<file path="src/hdl/lrs_pkg.sv">
// Shared types and constants for the block range to slice splitter.
package lrs_pkg;

    localparam int BLOCKS_PER_SLICE = 4;
    localparam int SLICE_SHIFT      = $clog2(BLOCKS_PER_SLICE);
    localparam int MAX_BLOCKS       = 252;

    localparam int CMD_W    = 2;
    localparam int TAG_W    = 8;
    localparam int LBA_W    = 32;
    localparam int LEN_W    = 8;
    localparam int SLICE_W  = 30;
    localparam int DMA_W    = 8;
    localparam int OFFSET_W = 2;
    localparam int BCOUNT_W = 3;
    localparam int NSLICE_W = 7;
    localparam int SUM_W    = LEN_W + 1;

    localparam logic [CMD_W-1:0] CMD_READ  = 2'd0;
    localparam logic [CMD_W-1:0] CMD_WRITE = 2'd1;

    typedef enum logic
    {
        ST_IDLE,
        ST_RUN
    } lrs_state_t;

    // One classified command as it waits between the front and the back.
    typedef struct packed
    {
        logic                err;
        logic                is_write;
        logic [TAG_W-1:0]    tag;
        logic [SLICE_W-1:0]  slice_addr;
        logic [OFFSET_W-1:0] offset;
        logic [BCOUNT_W-1:0] first_count;
        logic [BCOUNT_W-1:0] tail_count;
        logic [NSLICE_W-1:0] num_slices;
    } lrs_desc_t;

    typedef struct packed
    {
        logic empty;
        logic full;
    } lrs_qstat_t;

endpackage

</file>
<file path="src/hdl/lrs_front.sv">
// Front end: accepts a command word and classifies it into a slice descriptor.
module lrs_front
    import lrs_pkg::*;
(
    input  logic                cmd_valid,
    output logic                cmd_stall,
    input  logic [CMD_W-1:0]    command,
    input  logic [TAG_W-1:0]    tag,
    input  logic [LBA_W-1:0]    start_lba,
    input  logic [LEN_W-1:0]    count_minus_one,
    input  lrs_qstat_t          qstat,
    output logic                push,
    output lrs_desc_t           push_desc
);

    logic [SUM_W-1:0]    nblocks;
    logic [SUM_W-1:0]    span;
    logic [OFFSET_W-1:0] offset;
    logic [NSLICE_W-1:0] full_bounds;
    logic [BCOUNT_W-1:0] tail;
    logic                supported;
    logic                too_long;
    logic                has_tail;

    assign cmd_stall = qstat.full;
    assign push      = cmd_valid && !qstat.full;

    always_comb
    begin
        nblocks     = {1'b0, count_minus_one} + SUM_W'(1);
        too_long    = nblocks > SUM_W'(MAX_BLOCKS);
        supported   = command inside {CMD_READ, CMD_WRITE};
        offset      = start_lba[SLICE_SHIFT-1:0];
        span        = SUM_W'(offset) + nblocks;
        // Number of slice boundaries crossed, and blocks left past the last one.
        full_bounds = NSLICE_W'(span >> SLICE_SHIFT);
        tail        = BCOUNT_W'(span[SLICE_SHIFT-1:0]);
        has_tail    = (tail != '0) && (full_bounds != '0);

        push_desc          = '0;
        push_desc.tag      = tag;
        if (!supported || too_long)
        begin
            push_desc.err        = 1'b1;
            push_desc.num_slices = NSLICE_W'(1);
        end
        else
        begin
            push_desc.is_write    = (command == CMD_WRITE);
            push_desc.slice_addr  = start_lba[LBA_W-1:SLICE_SHIFT];
            push_desc.offset      = offset;
            push_desc.first_count = (full_bounds != '0)
                                    ? BCOUNT_W'(BLOCKS_PER_SLICE) - BCOUNT_W'(offset)
                                    : nblocks[BCOUNT_W-1:0];
            push_desc.tail_count  = tail;
            // A range that never reaches a boundary still needs its one slice.
            push_desc.num_slices  = (full_bounds == '0)
                                    ? NSLICE_W'(1)
                                    : full_bounds + NSLICE_W'(has_tail);
        end
    end

endmodule

</file>
<file path="src/hdl/lrs_queue.sv">
// Short descriptor queue that decouples the front end from the slice sequencer.
module lrs_queue
    import lrs_pkg::*;
#(
    parameter int DEPTH = 2
)
(
    input  logic       clk,
    input  logic       rst_n,
    input  logic       push,
    input  lrs_desc_t  push_desc,
    input  logic       pop,
    output lrs_desc_t  pop_desc,
    output lrs_qstat_t qstat
);

    localparam int ADDR_W = (DEPTH > 1) ? $clog2(DEPTH) : 1;
    localparam int CNT_W  = $clog2(DEPTH + 1);

    lrs_desc_t         entry_reg [DEPTH];
    logic [ADDR_W-1:0] wr_ptr_reg;
    logic [ADDR_W-1:0] wr_ptr_next;
    logic [ADDR_W-1:0] rd_ptr_reg;
    logic [ADDR_W-1:0] rd_ptr_next;
    logic [CNT_W-1:0]  count_reg;
    logic [CNT_W-1:0]  count_next;

    always_comb
    begin
        wr_ptr_next = wr_ptr_reg;
        rd_ptr_next = rd_ptr_reg;
        count_next  = count_reg;
        if (push)
        begin
            wr_ptr_next = (wr_ptr_reg == ADDR_W'(DEPTH - 1)) ? '0 : wr_ptr_reg + ADDR_W'(1);
        end
        if (pop)
        begin
            rd_ptr_next = (rd_ptr_reg == ADDR_W'(DEPTH - 1)) ? '0 : rd_ptr_reg + ADDR_W'(1);
        end
        if (push && !pop)
        begin
            count_next = count_reg + CNT_W'(1);
        end
        else if (pop && !push)
        begin
            count_next = count_reg - CNT_W'(1);
        end
    end

    always_ff @(posedge clk or negedge rst_n)
    begin
        if (!rst_n)
        begin
            wr_ptr_reg <= '0;
            rd_ptr_reg <= '0;
            count_reg  <= '0;
        end
        else
        begin
            wr_ptr_reg <= wr_ptr_next;
            rd_ptr_reg <= rd_ptr_next;
            count_reg  <= count_next;
        end
    end

    always_ff @(posedge clk)
    begin
        if (push)
        begin
            entry_reg[wr_ptr_reg] <= push_desc;
        end
    end

    assign pop_desc    = entry_reg[rd_ptr_reg];
    assign qstat.empty = (count_reg == '0);
    assign qstat.full  = (count_reg == CNT_W'(DEPTH));

`ifndef SYNTH
    a_no_overflow: assert property (@(posedge clk) disable iff (!rst_n)
        push |-> (count_reg != CNT_W'(DEPTH) || pop))
        else $error("descriptor queue written while full");

    a_no_underflow: assert property (@(posedge clk) disable iff (!rst_n)
        pop |-> count_reg != '0)
        else $error("descriptor queue read while empty");

    a_count_range: assert property (@(posedge clk) disable iff (!rst_n)
        count_reg <= CNT_W'(DEPTH))
        else $error("descriptor queue count beyond depth");
`endif

endmodule

</file>
<file path="src/hdl/lrs_back.sv">
// Back end: walks one descriptor; one slice request word per cycle when not stalled.
module lrs_back
    import lrs_pkg::*;
(
    input  logic                clk,
    input  logic                rst_n,
    input  lrs_qstat_t          qstat,
    input  lrs_desc_t           pop_desc,
    output logic                pop,
    output logic                req_valid,
    input  logic                req_stall,
    output logic                is_write,
    output logic [TAG_W-1:0]    out_tag,
    output logic [SLICE_W-1:0]  slice_addr,
    output logic [DMA_W-1:0]    dma_index,
    output logic [OFFSET_W-1:0] block_offset,
    output logic [BCOUNT_W-1:0] block_count,
    output logic                last,
    output logic                error
);

    lrs_state_t          state_reg;
    lrs_state_t          state_next;
    lrs_desc_t           work_reg;
    logic [NSLICE_W-1:0] remain_reg;
    logic [NSLICE_W-1:0] remain_next;
    logic                first_reg;
    logic                first_next;
    logic [SLICE_W-1:0]  sa_reg;
    logic [SLICE_W-1:0]  sa_next;
    logic [DMA_W-1:0]    idx_reg;
    logic [DMA_W-1:0]    idx_next;
    logic                out_valid_reg;
    logic                out_valid_next;

    logic                emit;
    logic                res_last;
    logic [BCOUNT_W-1:0] res_count;
    logic [OFFSET_W-1:0] res_offset;

    logic                out_write_reg;
    logic [TAG_W-1:0]    out_tag_reg;
    logic [SLICE_W-1:0]  out_sa_reg;
    logic [DMA_W-1:0]    out_dma_reg;
    logic [OFFSET_W-1:0] out_offset_reg;
    logic [BCOUNT_W-1:0] out_count_reg;
    logic                out_last_reg;
    logic                out_err_reg;

    always_comb
    begin
        state_next = state_reg;
        case (state_reg)
            ST_IDLE:
            begin
                if (!qstat.empty)
                begin
                    state_next = ST_RUN;
                end
            end
            ST_RUN:
            begin
                if (emit && res_last)
                begin
                    state_next = ST_IDLE;
                end
            end
            default:
            begin
                state_next = ST_IDLE;
            end
        endcase
    end

    always_comb
    begin
        pop  = (state_reg == ST_IDLE) && !qstat.empty;
        emit = (state_reg == ST_RUN) && (!out_valid_reg || !req_stall);

        res_last = (remain_reg == NSLICE_W'(1));
        // Only the first slice can start inside a slice; only the last can end early.
        if (first_reg)
        begin
            res_count  = work_reg.first_count;
            res_offset = work_reg.offset;
        end
        else
        begin
            res_count  = (res_last && work_reg.tail_count != '0)
                         ? work_reg.tail_count : BCOUNT_W'(BLOCKS_PER_SLICE);
            res_offset = '0;
        end

        remain_next = remain_reg;
        first_next  = first_reg;
        sa_next     = sa_reg;
        idx_next    = idx_reg;
        if (pop)
        begin
            remain_next = pop_desc.num_slices;
            first_next  = 1'b1;
            sa_next     = pop_desc.slice_addr;
            idx_next    = '0;
        end
        else if (emit)
        begin
            remain_next = remain_reg - NSLICE_W'(1);
            first_next  = 1'b0;
            sa_next     = sa_reg + SLICE_W'(1);
            idx_next    = idx_reg + DMA_W'(res_count);
        end

        if (emit)
        begin
            out_valid_next = 1'b1;
        end
        else
        begin
            out_valid_next = out_valid_reg && req_stall;
        end
    end

    always_ff @(posedge clk or negedge rst_n)
    begin
        if (!rst_n)
        begin
            state_reg     <= ST_IDLE;
            remain_reg    <= '0;
            first_reg     <= 1'b0;
            out_valid_reg <= 1'b0;
        end
        else
        begin
            state_reg     <= state_next;
            remain_reg    <= remain_next;
            first_reg     <= first_next;
            out_valid_reg <= out_valid_next;
        end
    end

    always_ff @(posedge clk)
    begin
        sa_reg  <= sa_next;
        idx_reg <= idx_next;
        if (pop)
        begin
            work_reg <= pop_desc;
        end
        if (emit)
        begin
            out_write_reg  <= work_reg.is_write;
            out_tag_reg    <= work_reg.tag;
            out_sa_reg     <= sa_reg;
            out_dma_reg    <= idx_reg;
            out_offset_reg <= res_offset;
            out_count_reg  <= res_count;
            out_last_reg   <= res_last;
            out_err_reg    <= work_reg.err;
        end
    end

    assign req_valid    = out_valid_reg;
    assign is_write     = out_write_reg;
    assign out_tag      = out_tag_reg;
    assign slice_addr   = out_sa_reg;
    assign dma_index    = out_dma_reg;
    assign block_offset = out_offset_reg;
    assign block_count  = out_count_reg;
    assign last         = out_last_reg;
    assign error        = out_err_reg;

`ifndef SYNTH
    a_run_has_work: assert property (@(posedge clk) disable iff (!rst_n)
        state_reg == ST_RUN |-> remain_reg != '0)
        else $error("sequencer running with no slices left");

    a_error_is_last: assert property (@(posedge clk) disable iff (!rst_n)
        (out_valid_reg && out_err_reg) |-> (out_last_reg && out_count_reg == '0))
        else $error("rejected command word not a single empty word");

    a_count_bound: assert property (@(posedge clk) disable iff (!rst_n)
        out_valid_reg |-> out_count_reg <= BCOUNT_W'(BLOCKS_PER_SLICE))
        else $error("slice block count beyond slice size");
`endif

endmodule

</file>
<file path="src/hdl/lba_range_to_slice_splitter.sv">
// Top level of the block range to slice splitter.
//
//   channel   valid      stall      payload
//   command   cmd_valid  cmd_stall  command, tag, start_lba, count_minus_one
//   request   req_valid  req_stall  is_write, out_tag, slice_addr, dma_index,
//                                   block_offset, block_count, last, error
//
// A command that yields S slice requests occupies the sequencer: it first loads its
// descriptor from the queue, then emits one request word per cycle unless stalled.
// The front end classifies in the accept cycle; up to QUEUE_DEPTH commands wait
// in the descriptor queue, and cmd_stall is high only while that queue is full.
// Reset is asynchronous and needs no clearing pass; req_stall holds the output word.
module lba_range_to_slice_splitter
    import lrs_pkg::*;
#(
    parameter int QUEUE_DEPTH = 2
)
(
    input  logic                clk,
    input  logic                rst_n,
    input  logic                cmd_valid,
    output logic                cmd_stall,
    input  logic [CMD_W-1:0]    command,
    input  logic [TAG_W-1:0]    tag,
    input  logic [LBA_W-1:0]    start_lba,
    input  logic [LEN_W-1:0]    count_minus_one,
    output logic                req_valid,
    input  logic                req_stall,
    output logic                is_write,
    output logic [TAG_W-1:0]    out_tag,
    output logic [SLICE_W-1:0]  slice_addr,
    output logic [DMA_W-1:0]    dma_index,
    output logic [OFFSET_W-1:0] block_offset,
    output logic [BCOUNT_W-1:0] block_count,
    output logic                last,
    output logic                error
);

    lrs_qstat_t qstat;
    lrs_desc_t  push_desc;
    lrs_desc_t  pop_desc;
    logic       push;
    logic       pop;

    lrs_front u_front
    (
        .cmd_valid       (cmd_valid),
        .cmd_stall       (cmd_stall),
        .command         (command),
        .tag             (tag),
        .start_lba       (start_lba),
        .count_minus_one (count_minus_one),
        .qstat           (qstat),
        .push            (push),
        .push_desc       (push_desc)
    );

    lrs_queue #(
        .DEPTH (QUEUE_DEPTH)
    ) u_queue
    (
        .clk       (clk),
        .rst_n     (rst_n),
        .push      (push),
        .push_desc (push_desc),
        .pop       (pop),
        .pop_desc  (pop_desc),
        .qstat     (qstat)
    );

    lrs_back u_back
    (
        .clk          (clk),
        .rst_n        (rst_n),
        .qstat        (qstat),
        .pop_desc     (pop_desc),
        .pop          (pop),
        .req_valid    (req_valid),
        .req_stall    (req_stall),
        .is_write     (is_write),
        .out_tag      (out_tag),
        .slice_addr   (slice_addr),
        .dma_index    (dma_index),
        .block_offset (block_offset),
        .block_count  (block_count),
        .last         (last),
        .error        (error)
    );

endmodule

</file>
<file path="config.mk">
export PLATFORM = sky130hd
export DESIGN_NAME = lba_range_to_slice_splitter
export DESIGN_NICKNAME = d
export VERILOG_FILES = /design/src/hdl/lrs_pkg.sv /design/src/hdl/lrs_front.sv /design/src/hdl/lrs_queue.sv /design/src/hdl/lrs_back.sv /design/src/hdl/lba_range_to_slice_splitter.sv
export SDC_FILE = /design/constraint.sdc
export NUM_CORES = 1
export LEC_CHECK = 0
export BUFFER_PORTS_ARGS = -buffer_cell sky130_fd_sc_hd__buf_2
export CORE_ASPECT_RATIO = 1.4
export CORE_MARGIN = 5
export CORE_UTILIZATION = 50
export CTS_CLUSTER_DIAMETER = 150
export CTS_CLUSTER_SIZE = 16
export DETAILED_ROUTE_END_ITERATION = 7
export GPL_ROUTABILITY_DRIVEN = 0
export PLACE_DENSITY = 0.7
export SLEW_MARGIN = 40
export SYNTH_ARGS = -nofsm -noshare
export SYNTH_HDL_FRONTEND = slang
export SYNTH_SLANG_ARGS = --single-unit
</file>
<file path="constraint.sdc">
create_clock -name clk -period 3.6 [get_ports clk]
set_input_delay 0.18 -clock clk [delete_from_list [all_inputs] [get_ports clk]]
set_output_delay 0.18 -clock clk [all_outputs]
set_load 0.05 [all_outputs]
</file>
==> impl_metrics.tcl <==
set metrics [dict create \
    status "complete, no violations" \
    largest_reg_flops 108 \
    viasPerCell 5.26 \
    drc_errors 0 \
    syn_area_per_cell_sq_um 14.0 \
    seq_area_frac_synth_pct 68.6 \
    area_growth_pct 17.2 \
    final_cell_mix "edfxtp_1, buf_2, nor2_1" \
    hold_viol 0 \
    cts_buffer_depth 3 \
    antenna_found_initial 1 \
    drt-pass1-iter-count 4 \
    die_area_sq_um 22800 \
    synthFlopType "edfxtp_1" \
    slew_viol_final 0 \
    grt_pass1_wl_um 30500 \
    clkTransAtPathRegs_ps 70 \
    critPathKind "primary input to register" \
    cts.sink_count 231 \
    worst_slew_pin_slew_ps 824 \
    syn_inst 706 \
    die_w_um 129 \
    root_buffer "clkbuf_16" \
    core_area_sq_um 19700 \
    arrival_ps 3470 \
    ant_nets 0 \
    postCtsSetupBuffers 0 \
    timing.hold.ws_ps 8.70 \
    timing.final.crit_share_pct 90.0 \
    powerDensity_nw_per_um2 701 \
    worstSetupEndpointType "register" \
    hp-class "primary input to register" \
    crit_family "adder cells" \
    path_common_cell "ha_1" \
    rows 61 \
    worst_hold_startpoint "start_lba[13]" \
    worst_slack_ps 361 \
    cts_buffers 18 \
    final_common_cell "edfxtp_1" \
    grt_setup_unrepaired "no" \
    drt_wl_total_um 18400 \
    dp_hpwl_um 12300 \
    clock_latency_ps 480 \
    finalSetupTns_ps 0 \
    worstPathRequired_ps 3830 \
    ys_warn_count 0 \
    n_fill_cell 1580 \
    cellLeakagePower_uw 0.00430 \
    peakVddDrop_v 0.000278 \
    clock_skew_ps 8.39 \
    initial_utilization_pct 50.3 \
    ios 110 \
    cp.buffers_inverters 2 \
    grt_max_degree 62 \
    syn_nets 777 \
    layout.nets 919 \
    routedWlPerCell_um 16.5 \
    cts-htree-levels 1 \
    synthArstFlopShare_pct 6.06 \
    cts_tree "done" \
    syn_area_sq_um 9900 \
    cpPeakStageDelay_ps 480 \
    grt_pass1_vias 6226 \
    post-route-min-period_ps 3240 \
    drive_above_1_share_pct 20.8 \
    maxCapViolCount 0 \
    setup_viol 0 \
    rr_startpoint "u_back.remain_reg[3]" \
    place_ws_ps -74.1 \
    grt_overflow 0 \
    startpoint "count_minus_one[0]" \
    fmax_mhz 309 \
    place_inst 1053 \
    crit_chain "buf_2 > ha_1 > inv_1 > fa_1 > nor2b_1 > nand3b_1 > a211o_1 > o22ai_1 > a22oi_1 > nor4_4 > a21oi_1 > ha_1 > ha_1 > o21ai_0 > nor3b_1 > o31a_1" \
    instances_no_fill 1113 \
    crit_path_start_kind "primary input" \
    crit_fanout 8 \
    synth-edff-count 209 \
    grt_usage_pct 16.6 \
    slowest_stage "fa_1" \
    relSlewSlack_pct 44.7 \
    yosysUniqueCellTypes 61 \
    io_buffers 109 \
    synth_seq_cells 231 \
    num_vias 5858 \
    drt_iter0_drc 305 \
    die_y_um 176 \
]
[report_power, final]
group | total [uW] | internal, uW | switching [uW]
clock network | 1870 | 991 | 876
logic | 2100 | 749 | 1350
registers | 4170 | 3780 | 394
total | 8140 | 5520 | 2620
[synth_stat cells (14+ instances only)]
| cell type | instances | area [sq um] |
|---|---|---|
| edfxtp_1 | 209 | 6280 |
| nor2_1 | 50 | 188 |
| a21oi_1 | 38 | 190 |
| and2_1 | 36 | 225 |
| nand2_1 | 33 | 124 |
| mux2i_1 | 26 | 260 |
| xor2_1 | 25 | 219 |
| clkbuf_1 | 24 | 90.1 |
| inv_1 | 24 | 90.1 |
| xnor2_1 | 24 | 210 |
| mux2_2 | 18 | 203 |
| nand3_1 | 18 | 90.1 |
| nor2b_1 | 18 | 113 |
| o21ai_0 | 18 | 90.1 |
| a211oi_1 | 15 | 113 |
| ha_1 | 15 | 188 |
| dfrtp_1 | 14 | 350 |
[kinds of logic after synthesis]
family,after synthesis,synth area share [%]
compound gates,100,6.35
xor+xnor,50,4.50
fa+ha+maj,17,2.30
buf+inv,56,2.26
flops,231,68.6
mux,45,4.83
simple gates,207,11.2
[cell type report]
class	instances	area [sq um]	area share (%)
clock buffer	31	520	4.49
timing repair buffer	152	966	8.32
tap	252	315	2.72
sequential	231	6790	58.5
clock inverter	1	11.3	0.0970
antenna	1	2.50	0.0216
inverter	26	98.8	0.852
multi-input combinational	419	2900	25.0
[final timing paths]
path | cells after the start | endpoint | slack (ps)
worst min-delay path | 2 | u_queue.entry_reg[0][26] | 9
worst max-delay path | 16 | u_queue.entry_reg[1][6] | 360
min in group asynchronous | 2 | u_back.remain_reg[3] | 140
worst max register to register | 14 | u_back.idx_reg[6] | 490
max in group asynchronous | 2 | u_queue.rd_ptr_reg | 3190
worst min register to register | 0 | u_back.error | 420
[what timing repair did]
action | CTS | global route
gates resized for setup | 0 | 0
endpoints found under the hold margin | 60 | 0
hold buffers | 26 | 0
[metal layers]
layer	vias up	part of all wire (%)	routed length [um]	GRT usage, %
met5	-	0	0	0
met2	139	55	10100	31.4
li1	2872	-	-	-
met4	0	2.9	533	6.17
met3	34	4.3	796	2.00
met1	2813	38	6900	18.9
[stage by stage]
| step | power (uW) | util (%) | cell area (sq um) |
|---|---|---|---|
| after global placement | 6200 | 54.8 | 10800 |
| final | 8140 | 58.9 | 11600 |
| after global routing | 8580 | 58.9 | 11600 |
| after CTS | 8190 | 58.8 | 11600 |
| after detailed placement | 6290 | 54.8 | 10800 |
| after floorplan | 5730 | - | 9910 |
Power figures use the tool's default switching activity.
